<file path="src/rtl/core/assert_macros.svh">
// ---------------------------------------------------------------------------
// assertion macros
// shared concurrent check forms, sampled on clock, disabled in reset
// ---------------------------------------------------------------------------
`ifndef ASSERT_MACROS_SVH
`define ASSERT_MACROS_SVH

// condition must hold at every edge out of reset
`define EEDR_ASSERT_ALWAYS(label, cond) \
   label: assert property (@(posedge clock) disable iff (reset) (cond)) \
      else $error("eedr check failed");

// consequent must hold in the same cycle as the antecedent
`define EEDR_ASSERT_IMPLY(label, ante, cons) \
   label: assert property (@(posedge clock) disable iff (reset) (ante) |-> (cons)) \
      else $error("eedr check failed");

// consequent must hold in the cycle after the antecedent
`define EEDR_ASSERT_NEXT(label, ante, cons) \
   label: assert property (@(posedge clock) disable iff (reset) (ante) |=> (cons)) \
      else $error("eedr check failed");

`endif

</file>
<file path="src/rtl/core/eedr_pkg.sv">
// ---------------------------------------------------------------------------
// eedr_pkg
// shared types, constants and tables of the energy envelope recorder
// ---------------------------------------------------------------------------
package eedr_pkg;

   localparam logic [1:0] CSR_TREND_COEFF  = 2'd0;
   localparam logic [1:0] CSR_ENERGY_COEFF = 2'd1;
   localparam logic [1:0] CSR_PERIOD       = 2'd2;

   localparam logic [23:0] TREND_COEFF_RESET  = 24'd131253;
   localparam logic [23:0] ENERGY_COEFF_RESET = 24'd6989;
   localparam logic [15:0] PERIOD_RESET       = 16'd480;

   localparam logic [127:0] DENOM_255_POW6 = 128'd274941996890625;

   typedef logic [55:0] thresh_table_type [256];

   typedef struct packed {
      logic [15:0] period;
      logic        period_wr;
   } cfg_type;

   typedef struct packed {
      logic signed [15:0] sample;
      logic               measure;
   } queue_entry_type;

   // T(k) = ceil(2^48 * (2k-1)^6 / 255^6 / 2^6 * 2^6), T(0) = 0
   function automatic thresh_table_type make_thresholds();
      thresh_table_type t;
      logic [127:0]     a;
      logic [127:0]     num;
      logic [127:0]     q;
      t[0] = '0;
      for (int k = 1; k < 256; k++) begin
         a   = 128'(2 * k - 1);
         num = (a * a * a * a * a * a) << 48;
         q   = num / DENOM_255_POW6;
         if (q * DENOM_255_POW6 != num) begin
            q = q + 128'd1;
         end
         t[k] = q[55:0];
      end
      return t;
   endfunction

   localparam thresh_table_type THRESHOLDS = make_thresholds();

   function automatic logic [1:0] mag_to_code(input logic [2:0] mag);
      logic [1:0] c;
      case (mag)
         3'd0:    c = 2'd0;
         3'd1:    c = 2'd1;
         3'd2:    c = 2'd1;
         default: c = 2'd2;
      endcase
      return c;
   endfunction

   function automatic logic signed [4:0] code_to_delta(input logic [2:0] code);
      logic signed [4:0] d;
      case (code)
         3'd1:    d = 5'sd1;
         3'd2:    d = 5'sd4;
         3'd3:    d = 5'sd11;
         3'd5:    d = -5'sd1;
         3'd6:    d = -5'sd4;
         3'd7:    d = -5'sd11;
         default: d = 5'sd0;
      endcase
      return d;
   endfunction

endpackage

</file>
<file path="src/rtl/core/eedr_queue.sv">
// ---------------------------------------------------------------------------
// eedr_queue
// two-entry queue between the front and back parts
// ---------------------------------------------------------------------------
`include "assert_macros.svh"

module eedr_queue import eedr_pkg::*; (
   input  logic            clock,
   input  logic            reset,
   input  logic            push,
   input  queue_entry_type push_data,
   input  logic            pop,
   output queue_entry_type pop_data,
   output logic            full,
   output logic            empty
);

   queue_entry_type mem_ff [2];
   logic            wr_ptr_ff;
   logic            rd_ptr_ff;
   logic [1:0]      count_ff;
   logic            wr_ptr_in;
   logic            rd_ptr_in;
   logic [1:0]      count_in;

   assign full     = (count_ff == 2'd2);
   assign empty    = (count_ff == 2'd0);
   assign pop_data = mem_ff[rd_ptr_ff];

   always_comb begin
      wr_ptr_in = push ? !wr_ptr_ff : wr_ptr_ff;
      rd_ptr_in = pop ? !rd_ptr_ff : rd_ptr_ff;
      count_in  = count_ff + {1'b0, push} - {1'b0, pop};
   end

   always_ff @(posedge clock) begin
      if (reset) begin
         wr_ptr_ff <= 1'b0;
         rd_ptr_ff <= 1'b0;
         count_ff  <= 2'd0;
      end else begin
         wr_ptr_ff <= wr_ptr_in;
         rd_ptr_ff <= rd_ptr_in;
         count_ff  <= count_in;
      end
   end

   always_ff @(posedge clock) begin
      if (push) begin
         mem_ff[wr_ptr_ff] <= push_data;
      end
   end

   `EEDR_ASSERT_ALWAYS(a_count_bound, count_ff <= 2'd2)
   `EEDR_ASSERT_IMPLY(a_pop_nonempty, pop, count_ff != 2'd0)
   `EEDR_ASSERT_IMPLY(a_push_not_full, push, count_ff != 2'd2)

endmodule

</file>
<file path="config.mk">
export PLATFORM = sky130hd
export DESIGN_NAME = eedr_queue
export DESIGN_NICKNAME = d
export VERILOG_FILES = /design/src/rtl/core/eedr_pkg.sv /design/src/rtl/core/eedr_queue.sv
export VERILOG_INCLUDE_DIRS = /design/src /design/src/rtl/core
export SDC_FILE = /design/constraint.sdc
export NUM_CORES = 1
export LEC_CHECK = 0
export ABC_AREA = 1
export BUFFER_PORTS_ARGS = -buffer_cell sky130_fd_sc_hd__buf_4
export CAP_MARGIN = 20
export CORE_UTILIZATION = 46
export CTS_CLUSTER_DIAMETER = 80
export CTS_CLUSTER_SIZE = 20
export DETAILED_ROUTE_END_ITERATION = 16
export PLACE_DENSITY = 0.73
export SYNTH_ARGS = -nofsm -noshare
export SYNTH_HDL_FRONTEND = slang
export SYNTH_SLANG_ARGS = --single-unit
</file>
<file path="constraint.sdc">
create_clock -name clock -period 1.5 [get_ports clock]
set_clock_uncertainty 0.1 [all_clocks]
set_input_delay 0.075 -clock clock [delete_from_list [all_inputs] [get_ports clock]]
set_output_delay 0.075 -clock clock [all_outputs]
set_load 0.02 [all_outputs]
</file>
==> results.cfg <==
[critical_path]
timing.reg2reg.setup_slack_ns = 0.18
crit-reg2reg-launch = rd_ptr_ff$_SDFFE_PP0P_
cp_cell_sequence = buf_8 -> mux2_4 -> buf_6
timing.critical_path.slowest_stage_cell = sky130_fd_sc_hd__dfxtp_4
cp_num_buf_inv = 2
timing.critical_path.max_delay_family = flip-flops
cp.arrival_ns = 1.30
crit_fanout = 7
cp.required_ns = 1.32
worst_path_largest_cell_delay_ns = 0.38
critPathLaunchType = flip-flop
timing.reg2reg.worst_path_depth = 3
crit_type = flip-flop to output pin
crit_path_end_kind = output pin

[global_route]
grt_pass1_vias = 909
largest_net_degree_at_the_start_of_global_routing = 13
grt_antenna_before_repair = 0
grtUsageMet3_pct = 6.114
globalRoute.totalOverflow = 0
grt_first_pass_wirelength_um = 3912
groute.layer.met1.usage_pct = 16.52
track_usage_pct = 16.40
grt.met2_usage_pct = 28.89
grt-busiest-layer = met2

[sta]
drv_slew = 0
final.period_utilization_pct = 98.24
setup-tns-final_ns = 0
period_needed_ns = 1.474
worst-slew-pin-transition_ns = 0.2195
grt_setup_unrepaired = true
timing_hold_violations_final = 0
max_slew_margin_pct = 85.35
finalSetupViolations = 0
final.hold.worst_slack_ns = 0.3714
clock.fmax_ghz = 0.6786

[placement]
dpl_cell_area_sq_um = 1869
port_buffers = 39
hpwl_um = 1680
finalWeightedCongestion = 0.6282

[outcome]
run_status = complete, no violations

[hold_path]
hold_path_startpoint = push_data[14]
min_path_cells = 2
timing.hold.worst_endpoint = mem_ff[0][14]$_DFFE_PP_
timing.hold.worst.class = input port to flip-flop

[routing]
vias_per_cell = 4.557
detailedRoute.firstPassIterationCount = 4
wl_per_cell_um = 13.46
route.detailed.drc = 0
antenna_violating_nets_post_route = 0
routed_wl_um = 2706
num_vias = 916
1st_iter_drt_viols = 27

[finish]
drive_gt1_share_pct = 45.86
diodes = 0
most_frequent_cells_in_the_layout = 34 x sky130_fd_sc_hd__edfxtp_1, 26 x sky130_fd_sc_hd__buf_4, 21 x sky130_fd_sc_hd__dlygate4sd3_1
area_growth_pct = 50.96
final_cell_area_sq_um = 2272
layout_commonest_cell = sky130_fd_sc_hd__edfxtp_1
layout_net_count = 179
finalCoreUtilization_pct = 73.82

[synth]
yosys_warns = 0
yosys_register_bits = 39
syn-num-nets = 107
syn_avg_cell_area_sq_um = 17.92
syn_inst_count = 84
synth_seq_area_share_pct = 74.48
synth_cell_area_sq_um = 1505
synth.lib_cells_used.distinct = 14

[floorplan]
fp.dieArea_sq_um = 3505
core-area_sq_um = 3078
io-pin-count = 40
core_rows = 20
die_h_um = 59.20
die_w_um = 59.20
start_util_pct = 48.90

[pwr]
max-vdd-ir-drop_uv = 698.6
pleak_nw = 0.9564
power_per_cell_area_nw_per_um2 = 1076

[job]
drv.max_cap_violation_count = 0

[cts]
clock_pin_slew_reported_for_the_worst_setup_and_hold_paths_after_clock_tree_synthesis_ns = 0.11
ctsLongestPathBuffers = 2
cts-buffers-inserted = 5
clk_latency_ns = 0.32
cts.htree.levels = 2
tritoncts = built
clock_tree.root_cell = sky130_fd_sc_hd__clkbuf_4
clkSinkCount = 39
-- worst max path at each step --
stage | to | cells past startpoint
CTS | pop_data[16] | 3
global placement | count_ff[1]$_SDFF_PP0_ | 6
finish | pop_data[1] | 3
floorplan | mem_ff[0][0]$_DFFE_PP_ | 1
detailed placement | count_ff[1]$_SDFF_PP0_ | 6
global route | pop_data[1] | 3
-- state kept, by name, summed over array words and instances, names as in the netlist, named ones only --
register   flops
mem_ff        34
count_ff       2
wr_ptr_ff      1
rd_ptr_ff      1
-- report_power, final --
group | internal (mW) | switching [mW]
Sequential | 1.25 | 0.0261
Clock | 0.343 | 0.310
Combinational | 0.293 | 0.223
-- cells by family (layout without fill, tap and decap cells) --
| logic type | count (synthesis) | in the layout | synth area share (%) |
|---|---|---|---|
| compound gates | 1 | 1 | 0.3322 |
| xor+xnor | 1 | 1 | 0.5820 |
| fa+ha+maj | 2 | 2 | 1.662 |
| buf+inv | 10 | 83 | 4.073 |
| flops | 39 | 39 | 74.48 |
| mux | 17 | 17 | 15.21 |
| simple gates | 14 | 14 | 3.657 |
-- final cells by class --
class,instances,area (sq um)
Inverter,8,30.03
Clock buffer,5,37.54
Clock inverter,3,38.79
Tap cell,44,55.05
Timing Repair Buffer,67,634.4
Fill cell,203,805.8
Sequential cell,39,1125
Multi-Input combinational cell,35,351.6
-- synthesized netlist by cell type, drive strengths merged --
| cell | number | area, sq um |
|---|---|---|
| nand2 | 4 | 15.01 |
| inv | 8 | 30.03 |
| nor2 | 8 | 30.03 |
| nand3 | 1 | 5.000 |
| dfxtp | 5 | 100.1 |
| buf | 2 | 31.28 |
| ha | 2 | 25.02 |
| nor3 | 1 | 5.000 |
| mux2 | 17 | 229.0 |
| xnor2 | 1 | 8.760 |
| a21oi | 1 | 5.000 |
| edfxtp | 34 | 1021 |
-- per-stage QoR --
stage / total power [mW] / setup WS [ns] / instances
4_1_cts: 2.432 / -0.01984 / 201
5_1_grt: 2.563 / -0.03923 / 201
3_5_place_dp: 1.706 / 0.2385 / 171
6_report: 2.445 / 0.02645 / 201
3_3_place_gp: 1.690 / 0.3037 / 171
2_1_floorplan: 1.540 / 0.2197 / 84
-- timing repair --
item | 4_1_cts | 5_1_grt
gates cloned | 1 | 0
hold buffers | 21 | 0
endpoints found under the hold margin | 39 | 0
endpoints found under the setup margin | 17 | 17
setup buffers | 0 | 0
resized for setup | 15 | 16
-- per-layer routing --
| metal | share of wire [%] | wire length [um] | up-vias |
|---|---|---|---|
| met5 | 0 | 0 | - |
| met4 | 1.3 | 34 | 0 |
| met3 | 4.0 | 109 | 4 |
| met2 | 54 | 1469 | 32 |
| met1 | 40 | 1094 | 435 |
| li1 | - | - | 445 |
No activity file was read; power rests on OpenSTA's default activity.
