<file path="config.mk">
export PLATFORM = sky130hd
export DESIGN_NAME = eedr_front
export DESIGN_NICKNAME = d
export VERILOG_FILES = /design/src/rtl/core/assert_macros.svh /design/src/rtl/core/eedr_pkg.sv /design/src/rtl/core/eedr_front.sv
export SDC_FILE = /design/constraint.sdc
export NUM_CORES = 1
export LEC_CHECK = 0
export CAP_MARGIN = 20
export CELL_PAD_IN_SITES_DETAIL_PLACEMENT = 1
export CELL_PAD_IN_SITES_GLOBAL_PLACEMENT = 2
export CORE_ASPECT_RATIO = 0.8
export CORE_MARGIN = 2
export CORE_UTILIZATION = 31
export DETAILED_ROUTE_END_ITERATION = 7
export DONT_BUFFER_PORTS = 1
export GPL_ROUTABILITY_DRIVEN = 0
export MAX_ROUTING_LAYER = met4
export PLACE_DENSITY_LB_ADDON = 0.05
export SYNTH_ARGS = -nofsm -noshare
export SYNTH_HDL_FRONTEND = slang
export SYNTH_SLANG_ARGS = --single-unit
</file>
<file path="constraint.sdc">
create_clock -name clock -period 1.62 [get_ports clock]
set_input_delay 0.162 -clock clock [delete_from_list [all_inputs] [get_ports clock]]
set_output_delay 0.162 -clock clock [all_outputs]
set_load 0.05 [all_outputs]
</file>
<file path="src/rtl/core/assert_macros.svh">
// ---------------------------------------------------------------------------
// assertion macros
// shared concurrent check forms, sampled on clock, disabled in reset
// ---------------------------------------------------------------------------
`ifndef ASSERT_MACROS_SVH
`define ASSERT_MACROS_SVH

// condition must hold at every edge out of reset
`define EEDR_ASSERT_ALWAYS(label, cond) \
   label: assert property (@(posedge clock) disable iff (reset) (cond)) \
      else $error("eedr check failed");

// consequent must hold in the same cycle as the antecedent
`define EEDR_ASSERT_IMPLY(label, ante, cons) \
   label: assert property (@(posedge clock) disable iff (reset) (ante) |-> (cons)) \
      else $error("eedr check failed");

// consequent must hold in the cycle after the antecedent
`define EEDR_ASSERT_NEXT(label, ante, cons) \
   label: assert property (@(posedge clock) disable iff (reset) (ante) |=> (cons)) \
      else $error("eedr check failed");

`endif

</file>
<file path="src/rtl/core/eedr_pkg.sv">
// ---------------------------------------------------------------------------
// eedr_pkg
// shared types, constants and tables of the energy envelope recorder
// ---------------------------------------------------------------------------
package eedr_pkg;

   localparam logic [1:0] CSR_TREND_COEFF  = 2'd0;
   localparam logic [1:0] CSR_ENERGY_COEFF = 2'd1;
   localparam logic [1:0] CSR_PERIOD       = 2'd2;

   localparam logic [23:0] TREND_COEFF_RESET  = 24'd131253;
   localparam logic [23:0] ENERGY_COEFF_RESET = 24'd6989;
   localparam logic [15:0] PERIOD_RESET       = 16'd480;

   localparam logic [127:0] DENOM_255_POW6 = 128'd274941996890625;

   typedef logic [55:0] thresh_table_type [256];

   typedef struct packed {
      logic [15:0] period;
      logic        period_wr;
   } cfg_type;

   typedef struct packed {
      logic signed [15:0] sample;
      logic               measure;
   } queue_entry_type;

   // T(k) = ceil(2^48 * (2k-1)^6 / 255^6 / 2^6 * 2^6), T(0) = 0
   function automatic thresh_table_type make_thresholds();
      thresh_table_type t;
      logic [127:0]     a;
      logic [127:0]     num;
      logic [127:0]     q;
      t[0] = '0;
      for (int k = 1; k < 256; k++) begin
         a   = 128'(2 * k - 1);
         num = (a * a * a * a * a * a) << 48;
         q   = num / DENOM_255_POW6;
         if (q * DENOM_255_POW6 != num) begin
            q = q + 128'd1;
         end
         t[k] = q[55:0];
      end
      return t;
   endfunction

   localparam thresh_table_type THRESHOLDS = make_thresholds();

   function automatic logic [1:0] mag_to_code(input logic [2:0] mag);
      logic [1:0] c;
      case (mag)
         3'd0:    c = 2'd0;
         3'd1:    c = 2'd1;
         3'd2:    c = 2'd1;
         default: c = 2'd2;
      endcase
      return c;
   endfunction

   function automatic logic signed [4:0] code_to_delta(input logic [2:0] code);
      logic signed [4:0] d;
      case (code)
         3'd1:    d = 5'sd1;
         3'd2:    d = 5'sd4;
         3'd3:    d = 5'sd11;
         3'd5:    d = -5'sd1;
         3'd6:    d = -5'sd4;
         3'd7:    d = -5'sd11;
         default: d = 5'sd0;
      endcase
      return d;
   endfunction

endpackage

</file>
<file path="src/rtl/core/eedr_front.sv">
// ---------------------------------------------------------------------------
// eedr_front
// takes sample transactions and tags those that close a measurement period
// ---------------------------------------------------------------------------
module eedr_front import eedr_pkg::*; (
   input  logic               clock,
   input  logic               reset,
   input  cfg_type            cfg,
   input  logic               req_valid,
   input  logic signed [15:0] req_sample,
   output logic               req_stall,
   input  logic               queue_full,
   output logic               push,
   output queue_entry_type    push_data
);

   logic [15:0] samples_left_ff;
   logic [15:0] samples_left_in;
   logic [15:0] reload;
   logic        measure;

   // a zero period acts as one
   assign reload    = (cfg.period == 16'd0) ? 16'd1 : cfg.period;
   assign measure   = (samples_left_ff <= 16'd1);
   assign req_stall = queue_full;
   assign push      = req_valid && !queue_full;

   assign push_data.sample  = req_sample;
   assign push_data.measure = measure;

   always_comb begin
      samples_left_in = samples_left_ff;
      if (cfg.period_wr) begin
         samples_left_in = reload;
      end else if (push) begin
         samples_left_in = measure ? reload : samples_left_ff - 16'd1;
      end
   end

   always_ff @(posedge clock) begin
      if (reset) begin
         samples_left_ff <= PERIOD_RESET;
      end else begin
         samples_left_ff <= samples_left_in;
      end
   end

endmodule

</file>
==> results.json, run 1 <==
{
  "ctsHtreeMaxLevel": 1,
  "fin_util": 0.481,
  "fin_skew_ns": 0.00354,
  "dieArea_sq_mm": 0.00503,
  "slew_violations": 0,
  "rsz0062_at_grt": "yes",
  "cp-start-kind": "flop",
  "grt_overflow": 0,
  "top_register": "samples_left_ff",
  "grt_pass1_vias": 1660,
  "p_leak_nw": 0.756,
  "grt_use_met2": 0.397,
  "postSynthAreaPerCell_sq_um": 7.88,
  "slowest_delay_ns": 0.37,
  "dr.first_iter.drc_count": 56,
  "fin_ws_ns": -0.245,
  "ys_warn_count": 0,
  "synthArstFlopShare": 0,
  "finalWirelength_mm": 5.93,
  "syn_area_sq_mm": 0.00139,
  "rrSetupSlack_ns": -0.22,
  "crit_type": "flop to primary output",
  "powerDensity_mw_per_mm2": 692,
  "maxCapViolations": 0,
  "route.detailed.drc": 0,
  "grtUsageMet1": 0.314,
  "worstPathArrival_ns": 1.70,
  "synth_edf_count": 0,
  "clk_path_buf_depth": 2,
  "holdCritStartpoint": "reset",
  "layout_commonest_cell": "buf_4",
  "grt_first_pass_wirelength_mm": 9.23,
  "yosysSeqAreaShare": 0.231,
  "hpwl_mm": 4.16,
  "final_nets": 256,
  "met3_usage": 0.0452,
  "path_cells": "nor4_4, buf_4, o211ai_1, buf_4, nor2_4, buf_8",
  "io_buffers": 0,
  "holdWs_ns": -0.000210,
  "die_y_microns": 63.8,
  "placed_area_sq_mm": 0.00160,
  "largest_register_ffs": 16,
  "critPathRequiredTime_ns": 1.46,
  "clkTransAtPathRegs_ns": 0.08,
  "rows": 21,
  "cp_max_fo": 2,
  "hold_end": "samples_left_ff[7]$_SDFFE_PP1P_",
  "rr_endpoint": "samples_left_ff[12]$_SDFFE_PP0P_",
  "wl_per_cell_microns": 21.7,
  "finalCriticalPeriod_ns": 1.86,
  "holdPathStages": 2,
  "post-place-ws_ns": -0.165,
  "pwr-share-seq": 0.337,
  "setup_tns_ns": -2.60,
  "ys.flop_type": "dfxtp_1",
  "rr_startpoint": "samples_left_ff[0]$_SDFFE_PP0P_",
  "synth.distinct_cells": 52,
  "busiest_layer": "met2",
  "clk_latency_ns": 0.27,
  "syn2layout_area_growth_pct": 46.5,
  "viasPerCell": 5.88,
  "ff2ff_path_depth": 7,
  "setup_violations": 17,
  "cts_tree": "built",
  "path_common_cell": "buf_4",
  "cpMaxStageDelayCell": "dfxtp_4",
  "grt_usage": 0.245,
  "switching_share": 0.355,
  "root_buffer": "clkbuf_8",
  "switchingPower_mw": 0.499,
  "mostFrequentLayoutCells": "buf_4, nor2_1, buf_6",
  "ys_ff_latch": 16,
  "combPwrFrac": 0.372,
  "vias": 1605,
  "violations": "hold timing, setup timing",
  "first_pass_iters": 4,
  "core-area_sq_mm": 0.00423,
  "clock-sinks": 16,
  "intPower_mw": 0.908,
  "syn_nets": 215,
  "nFillCells": 516,
  "p_clk_frac": 0.291,
  "antenna_found_initial": 0,
  "fp.dieW_microns": 78.8,
  "max_freq_ghz": 0.536,
  "hp-class": "input pin to flop",
  "syn_inst": 176,
  "finalInstanceArea_sq_mm": 0.00203,
  "worst_pin_slew_ns": 0.651,
  "final_antenna_net_count": 0,
  "antenna_cells": 0,
  "relSlewSlack": 0.565,
  "hold_viol_final": 1,
  "status": "complete, but fails checks",
  "critPathCaptureType": "primary output",
  "largestRegisters": "samples_left_ff: 16 flops",
  "fin_crit_sh": 1.15,
  "io_pins": 56,
  "peakVddDrop_mv": 0.432,
  "grt_max_degree": 12,
  "initial_core_util": 0.328,
  "numCtsBuffers": 3,
  "drive_gt1_frac": 0.519
}
[cells by family after synthesis]
logic type      after synthesis  synth area share
buf+inv                      32             0.163
fa+ha+maj                     2            0.0180
mux                           1           0.00721
flops                        16             0.231
simple gates                 71             0.303
compound gates               54             0.278
[through the flow]
stage	cells	total power, mW
floorplan	176	0.816
global placement	248	0.849
detailed placement	248	0.854
CTS	265	1.33
global route	273	1.48
finish	273	1.41
[critical path, delay by kind of cell (launching register included)]
| kind | cells | cell delay [ns] |
|---|---|---|
| flip-flops | 1 | 0.37 |
| AND/OR/NAND/NOR | 2 | 0.41 |
| buffers and inverters | 3 | 0.52 |
| AO/OA/AOI/OAI | 1 | 0.13 |
[power by group through the flow]
stage | Combinational [mW] | Clock [mW] | Sequential (mW)
2_1_floorplan | 0.341 | 0 | 0.475
3_3_place_gp | 0.375 | 0 | 0.473
3_5_place_dp | 0.377 | 0 | 0.476
4_1_cts | 0.448 | 0.411 | 0.471
5_1_grt | 0.562 | 0.436 | 0.479
6_report | 0.524 | 0.409 | 0.474
[synthesized netlist by cell type (all sizes together) (2+ instances only)]
cell type  number  area, sq um
a21oi           8         40.0
o211ai          7         52.6
nand2          12         50.1
buf            25          194
o21ai           8         43.8
inv             5         18.8
nor3b           2         20.0
a21o            2         15.0
nor2           12         45.0
nand3          13         65.1
or4             3         26.3
nor3            8         55.1
or3             6         42.5
a211oi          2         15.0
o31ai           3         27.5
nor4            7         65.1
a211o           2         17.5
a31oi           8         50.1
nand4           4         25.0
dfxtp          16          320
a22oi           3         22.5
ha              2         25.0
[repair_timing]
| item | in CTS | in global routing |
|---|---|---|
| buffers inserted | 12 | 9 |
| pin swaps | 11 | 15 |
| hold endpoints to repair | 11 | 0 |
| setup endpoints to repair | 17 | 17 |
| hold buffers | 2 | 0 |
| gates resized for setup | 27 | 26 |
[worst max-delay path by stage]
stage                                startpoint                              end  depth (start not counted)
2_1_floorplan   samples_left_ff[2]$_SDFFE_PP0P_  samples_left_ff[7]$_SDFFE_PP1P_                          6
3_3_place_gp    samples_left_ff[1]$_SDFFE_PP0P_  samples_left_ff[7]$_SDFFE_PP1P_                          7
3_5_place_dp    samples_left_ff[1]$_SDFFE_PP0P_  samples_left_ff[7]$_SDFFE_PP1P_                          7
4_1_cts        samples_left_ff[14]$_SDFFE_PP0P_                     push_data[0]                          7
5_1_grt        samples_left_ff[11]$_SDFFE_PP0P_                     push_data[0]                          6
6_report       samples_left_ff[11]$_SDFFE_PP0P_                     push_data[0]                          6
[per-layer routing]
| metal | share of wire | up-vias |
|---|---|---|
| met5 | 0 | - |
| met1 | 0.44 | 784 |
| met3 | 0.065 | 31 |
| met4 | 0.026 | 0 |
| li1 | - | 737 |
| met2 | 0.46 | 53 |
[final cells by class]
cell class | count | area, sq um | share of cell area
Multi-Input combinational cell | 128 | 1020 | 0.502
Timing Repair Buffer | 62 | 512 | 0.252
Sequential cell | 16 | 345 | 0.170
Tap cell | 57 | 71.3 | 0.0351
Clock buffer | 4 | 55.1 | 0.0271
Inverter | 6 | 28.8 | 0.0142
(Power assumes the default switching activity.)
==> run 2: changes to the inputs <==
--- a/config.mk
+++ b/config.mk
@@ -16,6 +16,7 @@
 export GPL_ROUTABILITY_DRIVEN = 0
 export MAX_ROUTING_LAYER = met4
 export PLACE_DENSITY_LB_ADDON = 0.05
+export SKIP_LAST_GASP = 1
 export SYNTH_ARGS = -nofsm -noshare
 export SYNTH_HDL_FRONTEND = slang
 export SYNTH_SLANG_ARGS = --single-unit
==> run 2 against run 1 <==
The flow finishes with violations (setup timing). Final area shrank 1.1%. Count of clock-buffer cells in the layout is the same. Flip-flop and latch count is the same. Register-to-register slack is essentially flat. Non-clock buffer count is the same. Die area is the same. Maximum frequency grew 1.0%. Largest power group unchanged.
==> results.json, run 2 (synthesized netlist as in run 1, its figures left out) <==
{
  "status": "complete, but fails checks",
  "violations": "setup timing",
  "combPwrFrac": 0.368,
  "holdCritStartpoint": "reset",
  "viasPerCell": 5.92,
  "hp-class": "input pin to flop",
  "finalWirelength_mm": 5.91,
  "mostFrequentLayoutCells": "buf_4, nor2_1, nand3_1",
  "critPathRequiredTime_ns": 1.46,
  "crit_type": "flop to primary output",
  "grt_usage": 0.245,
  "rsz0062_at_grt": "yes",
  "clkTransAtPathRegs_ns": 0.08,
  "fp.dieW_microns": 78.8,
  "peakVddDrop_mv": 0.430,
  "hold_viol_final": 0,
  "switching_share": 0.354,
  "antenna_cells": 0,
  "layout_commonest_cell": "buf_4",
  "cp-start-kind": "flop",
  "root_buffer": "clkbuf_8",
  "rows": 21,
  "die_y_microns": 63.8,
  "powerDensity_mw_per_mm2": 693,
  "top_register": "samples_left_ff",
  "largestRegisters": "samples_left_ff: 16 flops",
  "antenna_found_initial": 0,
  "final_nets": 256,
  "grt_pass1_vias": 1660,
  "route.detailed.drc": 0,
  "rr_endpoint": "samples_left_ff[12]$_SDFFE_PP0P_",
  "nFillCells": 520,
  "ctsHtreeMaxLevel": 1,
  "grt_overflow": 0,
  "io_pins": 56,
  "critPathLaunch": "samples_left_ff[11]$_SDFFE_PP0P_",
  "cp_max_fo": 2,
  "first_pass_iters": 4,
  "final_antenna_net_count": 0,
  "drive_gt1_frac": 0.509,
  "max_freq_ghz": 0.542,
  "largest_register_ffs": 16,
  "wl_per_cell_microns": 21.6,
  "p_leak_nw": 0.750,
  "grt_first_pass_wirelength_mm": 9.23,
  "dp_cells": 248,
  "dieArea_sq_mm": 0.00503,
  "worst_pin_slew_ns": 0.657,
  "path_buf_inv": 3,
  "maxCapViolations": 0,
  "fin_crit_sh": 1.14,
  "fin_ws_ns": -0.226,
  "cts_tree": "built",
  "rr_startpoint": "samples_left_ff[0]$_SDFFE_PP0P_",
  "crit_path_end": "push_data[0]",
  "p_clk_frac": 0.292,
  "numCtsBuffers": 3,
  "pwr-share-seq": 0.340,
  "relSlewSlack": 0.561,
  "slew_violations": 0,
  "vias": 1616,
  "power.total_mw": 1.39,
  "fin_skew_ns": 0.00289,
  "finalNonFillerCells": 273,
  "clock-sinks": 16,
  "grt_max_degree": 12,
  "clk_latency_ns": 0.27,
  "finalCriticalPeriod_ns": 1.85,
  "dr.first_iter.drc_count": 73,
  "setup_violations": 17,
  "path_delay_family": "buffers and inverters",
  "clk_path_buf_depth": 2,
  "worstPathArrival_ns": 1.68,
  "syn2layout_area_growth_pct": 44.9,
  "core-area_sq_mm": 0.00423,
  "rrSetupSlack_ns": -0.22,
  "io_buffers": 0,
  "cpMaxStageDelayCell": "dfxtp_4",
  "intPower_mw": 0.900,
  "hpwl_mm": 4.16,
  "slowest_delay_ns": 0.37,
  "critPathCaptureType": "primary output",
  "path_common_cell": "buf_4",
  "path_cells": "nor4_4, buf_4, o211ai_1, buf_4, nor2_4, buf_8",
  "worst-path-stages": 6,
  "switchingPower_mw": 0.493,
  "ff2ff_path_depth": 7,
  "initial_core_util": 0.328
}
==> run 2: cell counts in the layout (fill, tap and decap cells not counted) <==
Identical to the previous run, type by type.
==> run 2: layout make-up <==
type | count | area [sq um] | share of cell area
Multi-Input combinational cell | 128 | 1010 | 0.504
Timing Repair Buffer | 62 | 497 | 0.247
Clock buffer | 4 | 55.1 | 0.0274
Inverter | 6 | 28.8 | 0.0143
Sequential cell | 16 | 345 | 0.172
Tap cell | 57 | 71.3 | 0.0355
==> run 2: power by group through the flow <==
stage | clock, mW | sequential [mW] | combinational [mW]
2_1_floorplan | 0 | 0.475 | 0.341
3_3_place_gp | 0 | 0.473 | 0.375
3_5_place_dp | 0 | 0.476 | 0.377
4_1_cts | 0.411 | 0.470 | 0.446
5_1_grt | 0.436 | 0.479 | 0.552
6_report | 0.407 | 0.473 | 0.513
==> run 2: repair_timing <==
action	CTS	global route
buffers inserted	12	9
resized for setup	26	21
endpoints found under the hold margin	11	0
setup endpoints to repair	17	17
pin swaps	11	14
hold buffers	2	0
==> run 2: metal layers <==
metal,wire [microns],share of wire,vias up,global-route usage
met4,144,0.024,0,0.0636
met5,0,0,-,-
met3,346,0.059,28,0.0452
li1,-,-,738,-
met2,2760,0.47,48,0.397
met1,2660,0.45,802,0.314
==> run 2: metrics by stage <==
| step | hold slack, ns | util | TNS, ns | worst slack (ns) | cell area, sq um |
|---|---|---|---|---|---|
| floorplan | 0.295 | - | -0.103 | -0.0393 | 1430 |
| global placement | 0.233 | 0.378 | -1.55 | -0.182 | 1600 |
| detailed placement | 0.235 | 0.378 | -1.91 | -0.165 | 1600 |
| CTS | 0.00350 | 0.439 | -2.24 | -0.210 | 1860 |
| global route | -0.00423 | 0.475 | -4.33 | -0.325 | 2010 |
| finish | 0.000397 | 0.475 | -2.47 | -0.226 | 2010 |
==> run 2: worst min-delay path by stage <==
stage	slack (ns)	end	cells past startpoint
finish	0.0004	samples_left_ff[6]$_SDFFE_PP1P_	2
global placement	0.23	samples_left_ff[4]$_SDFFE_PP0P_	1
detailed placement	0.23	samples_left_ff[4]$_SDFFE_PP0P_	1
floorplan	0.29	samples_left_ff[6]$_SDFFE_PP1P_	2
CTS	0.003	samples_left_ff[7]$_SDFFE_PP1P_	2
global route	-0.004	samples_left_ff[6]$_SDFFE_PP1P_	2
==> run 3: changes to the inputs <==
--- a/config.mk
+++ b/config.mk
@@ -10,13 +10,15 @@
 export CELL_PAD_IN_SITES_GLOBAL_PLACEMENT = 2
 export CORE_ASPECT_RATIO = 0.8
 export CORE_MARGIN = 2
-export CORE_UTILIZATION = 31
+export CORE_UTILIZATION = 32
+export CTS_BUF_LIST = sky130_fd_sc_hd__clkbuf_8
 export DETAILED_ROUTE_END_ITERATION = 7
 export DONT_BUFFER_PORTS = 1
 export GPL_ROUTABILITY_DRIVEN = 0
 export MAX_ROUTING_LAYER = met4
 export PLACE_DENSITY_LB_ADDON = 0.05
 export SKIP_LAST_GASP = 1
+export SLEW_MARGIN = 10
 export SYNTH_ARGS = -nofsm -noshare
 export SYNTH_HDL_FRONTEND = slang
 export SYNTH_SLANG_ARGS = --single-unit
==> run 3 against run 2 <==
The run still ends with setup timing left. Critical path type unchanged. Via count fell by 0.87%. Non-clock buffer count fell by 5. Power is 6.2% lower. Register-to-register slack better by 0.02 ns. Largest power group unchanged. Cell count decreased by 2.2%. Highest routed layer unchanged. Worst hold slack better by 0.023 ns. Core utilization is 0.63 points lower.
==> results.json, run 3 (synthesized netlist as in run 1, its figures left out) <==
{
  "io_pins": 56,
  "cp_max_fo": 2,
  "critPathCaptureType": "primary output",
  "antenna_found_initial": 0,
  "clk_path_buf_depth": 2,
  "fin_ws_ns": -0.223,
  "grt_overflow": 0,
  "cp-start-kind": "flop",
  "nFillCells": 504,
  "grt_max_degree": 12,
  "holdCritStartpoint": "reset",
  "clk_latency_ns": 0.25,
  "hpwl_mm": 4.02,
  "antenna_cells": 0,
  "critPathLaunch": "samples_left_ff[13]$_SDFFE_PP0P_",
  "rr_startpoint": "samples_left_ff[0]$_SDFFE_PP0P_",
  "top_register": "samples_left_ff",
  "initial_core_util": 0.332,
  "switching_share": 0.346,
  "grt_pass1_vias": 1703,
  "rows": 21,
  "drive_gt1_frac": 0.476,
  "dr.first_iter.drc_count": 85,
  "power.total_mw": 1.31,
  "combPwrFrac": 0.397,
  "clkTransAtPathRegs_ns": 0.07,
  "powerDensity_mw_per_mm2": 667,
  "relSlewSlack": 0.579,
  "p_leak_nw": 0.711,
  "finalInstanceArea_sq_mm": 0.00196,
  "max_freq_ghz": 0.543,
  "slew_violations": 0,
  "route.detailed.drc": 0,
  "critPathRequiredTime_ns": 1.46,
  "largest_register_ffs": 16,
  "intPower_mw": 0.855,
  "maxCapViolations": 0,
  "wl_per_cell_microns": 21.7,
  "clock-sinks": 16,
  "setup_violations": 17,
  "worstPathArrival_ns": 1.68,
  "pwr-share-seq": 0.365,
  "p_clk_frac": 0.238,
  "final_antenna_net_count": 0,
  "fp.dieW_microns": 77.6,
  "finalWirelength_mm": 5.79,
  "numCtsBuffers": 3,
  "layout_commonest_cell": "buf_4",
  "violations": "setup timing",
  "cts_tree": "built",
  "viasPerCell": 6.00,
  "largestRegisters": "samples_left_ff: 16 flops",
  "root_buffer": "clkbuf_8",
  "grt_first_pass_wirelength_mm": 9.07,
  "hold_viol_final": 0,
  "die_y_microns": 62.9,
  "crit_type": "flop to primary output",
  "syn2layout_area_growth_pct": 41.2,
  "mostFrequentLayoutCells": "buf_4, nand3_1, nor2_1",
  "fin_skew_ns": 0.00105,
  "final_nets": 251,
  "core-area_sq_mm": 0.00418,
  "ctsHtreeMaxLevel": 1,
  "placed_area_sq_mm": 0.00161,
  "switchingPower_mw": 0.452,
  "dieArea_sq_mm": 0.00488,
  "worst_pin_slew_ns": 0.630,
  "finalCriticalPeriod_ns": 1.84,
  "io_buffers": 0,
  "first_pass_iters": 4,
  "status": "complete, but fails checks",
  "hp-class": "input pin to flop",
  "vias": 1602,
  "grt_usage": 0.244,
  "fin_crit_sh": 1.14,
  "peakVddDrop_mv": 0.285,
  "rsz0062_at_grt": "yes"
}
[run 3: changes by cell type in the layout (fill, tap and decap cells not counted), sizes merged]
cell	change
dlygate4sd3	-1
buf	-4
clkbuf	-1
[run 3: what timing repair did]
item	CTS	global route
pin swaps	10	13
gates resized for setup	24	20
setup endpoints to repair	17	17
hold buffers	1	0
setup buffers	9	3
cloned	0	1
endpoints found under the hold margin	11	0
[run 3: stage by stage]
step / instances / hold WS [ns] / TNS, ns / util / setup slack, ns
after floorplan: 176 / 0.295 / -0.103 / - / -0.0393
after global placement: 250 / 0.234 / -1.53 / 0.386 / -0.238
after detailed placement: 250 / 0.237 / -2.59 / 0.386 / -0.256
after CTS: 263 / 0.0165 / -1.94 / 0.439 / -0.205
after global routing: 267 / 0.0348 / -3.82 / 0.469 / -0.300
final: 267 / 0.0239 / -2.20 / 0.469 / -0.223
[run 3: cell type report]
type	instances	area [sq um]	share of cell area
timing repair buffer	57	475	0.243
multi-input combinational	128	1010	0.513
tap	57	71.3	0.0364
inverter	6	28.8	0.0147
sequential	16	337	0.172
clock buffer	3	41.3	0.0211
[run 3: final timing paths]
kind / cells after the start / slack (ns) / endpoint
worst max-delay path: 7 / -0.22 / push_data[0]
worst min-delay path: 2 / 0.02 / samples_left_ff[7]$_SDFFE_PP1P_
worst max register to register: 8 / -0.20 / samples_left_ff[10]$_SDFFE_PP0P_
worst min register to register: 2 / 0.55 / samples_left_ff[7]$_SDFFE_PP1P_
[run 3: power by group through the flow]
| stage | combinational, mW | clock (mW) | sequential, mW |
|---|---|---|---|
| 3_3_place_gp | 0.379 | 0 | 0.472 |
| 5_1_grt | 0.557 | 0.338 | 0.481 |
| 6_report | 0.518 | 0.311 | 0.477 |
| 3_5_place_dp | 0.388 | 0 | 0.473 |
| 4_1_cts | 0.459 | 0.326 | 0.471 |
| 2_1_floorplan | 0.341 | 0 | 0.475 |
[run 3: layer usage]
metal	wire length [microns]	vias to the layer above	share of wire	GRT usage
li1	-	727	-	-
met1	2540	802	0.44	0.300
met2	2810	41	0.48	0.415
met3	272	32	0.047	0.0376
met4	165	0	0.028	0.0647
met5	0	-	0	-
[run 3: critical path: stages, from the launching register on]
cell and delay (ns):
dfxtp_2 0.33, nor4_2 0.25, buf_4 0.15, o211ai_1 0.14, buf_4 0.20, nor2_4 0.10
buf_6 0.13, buf_8 0.14
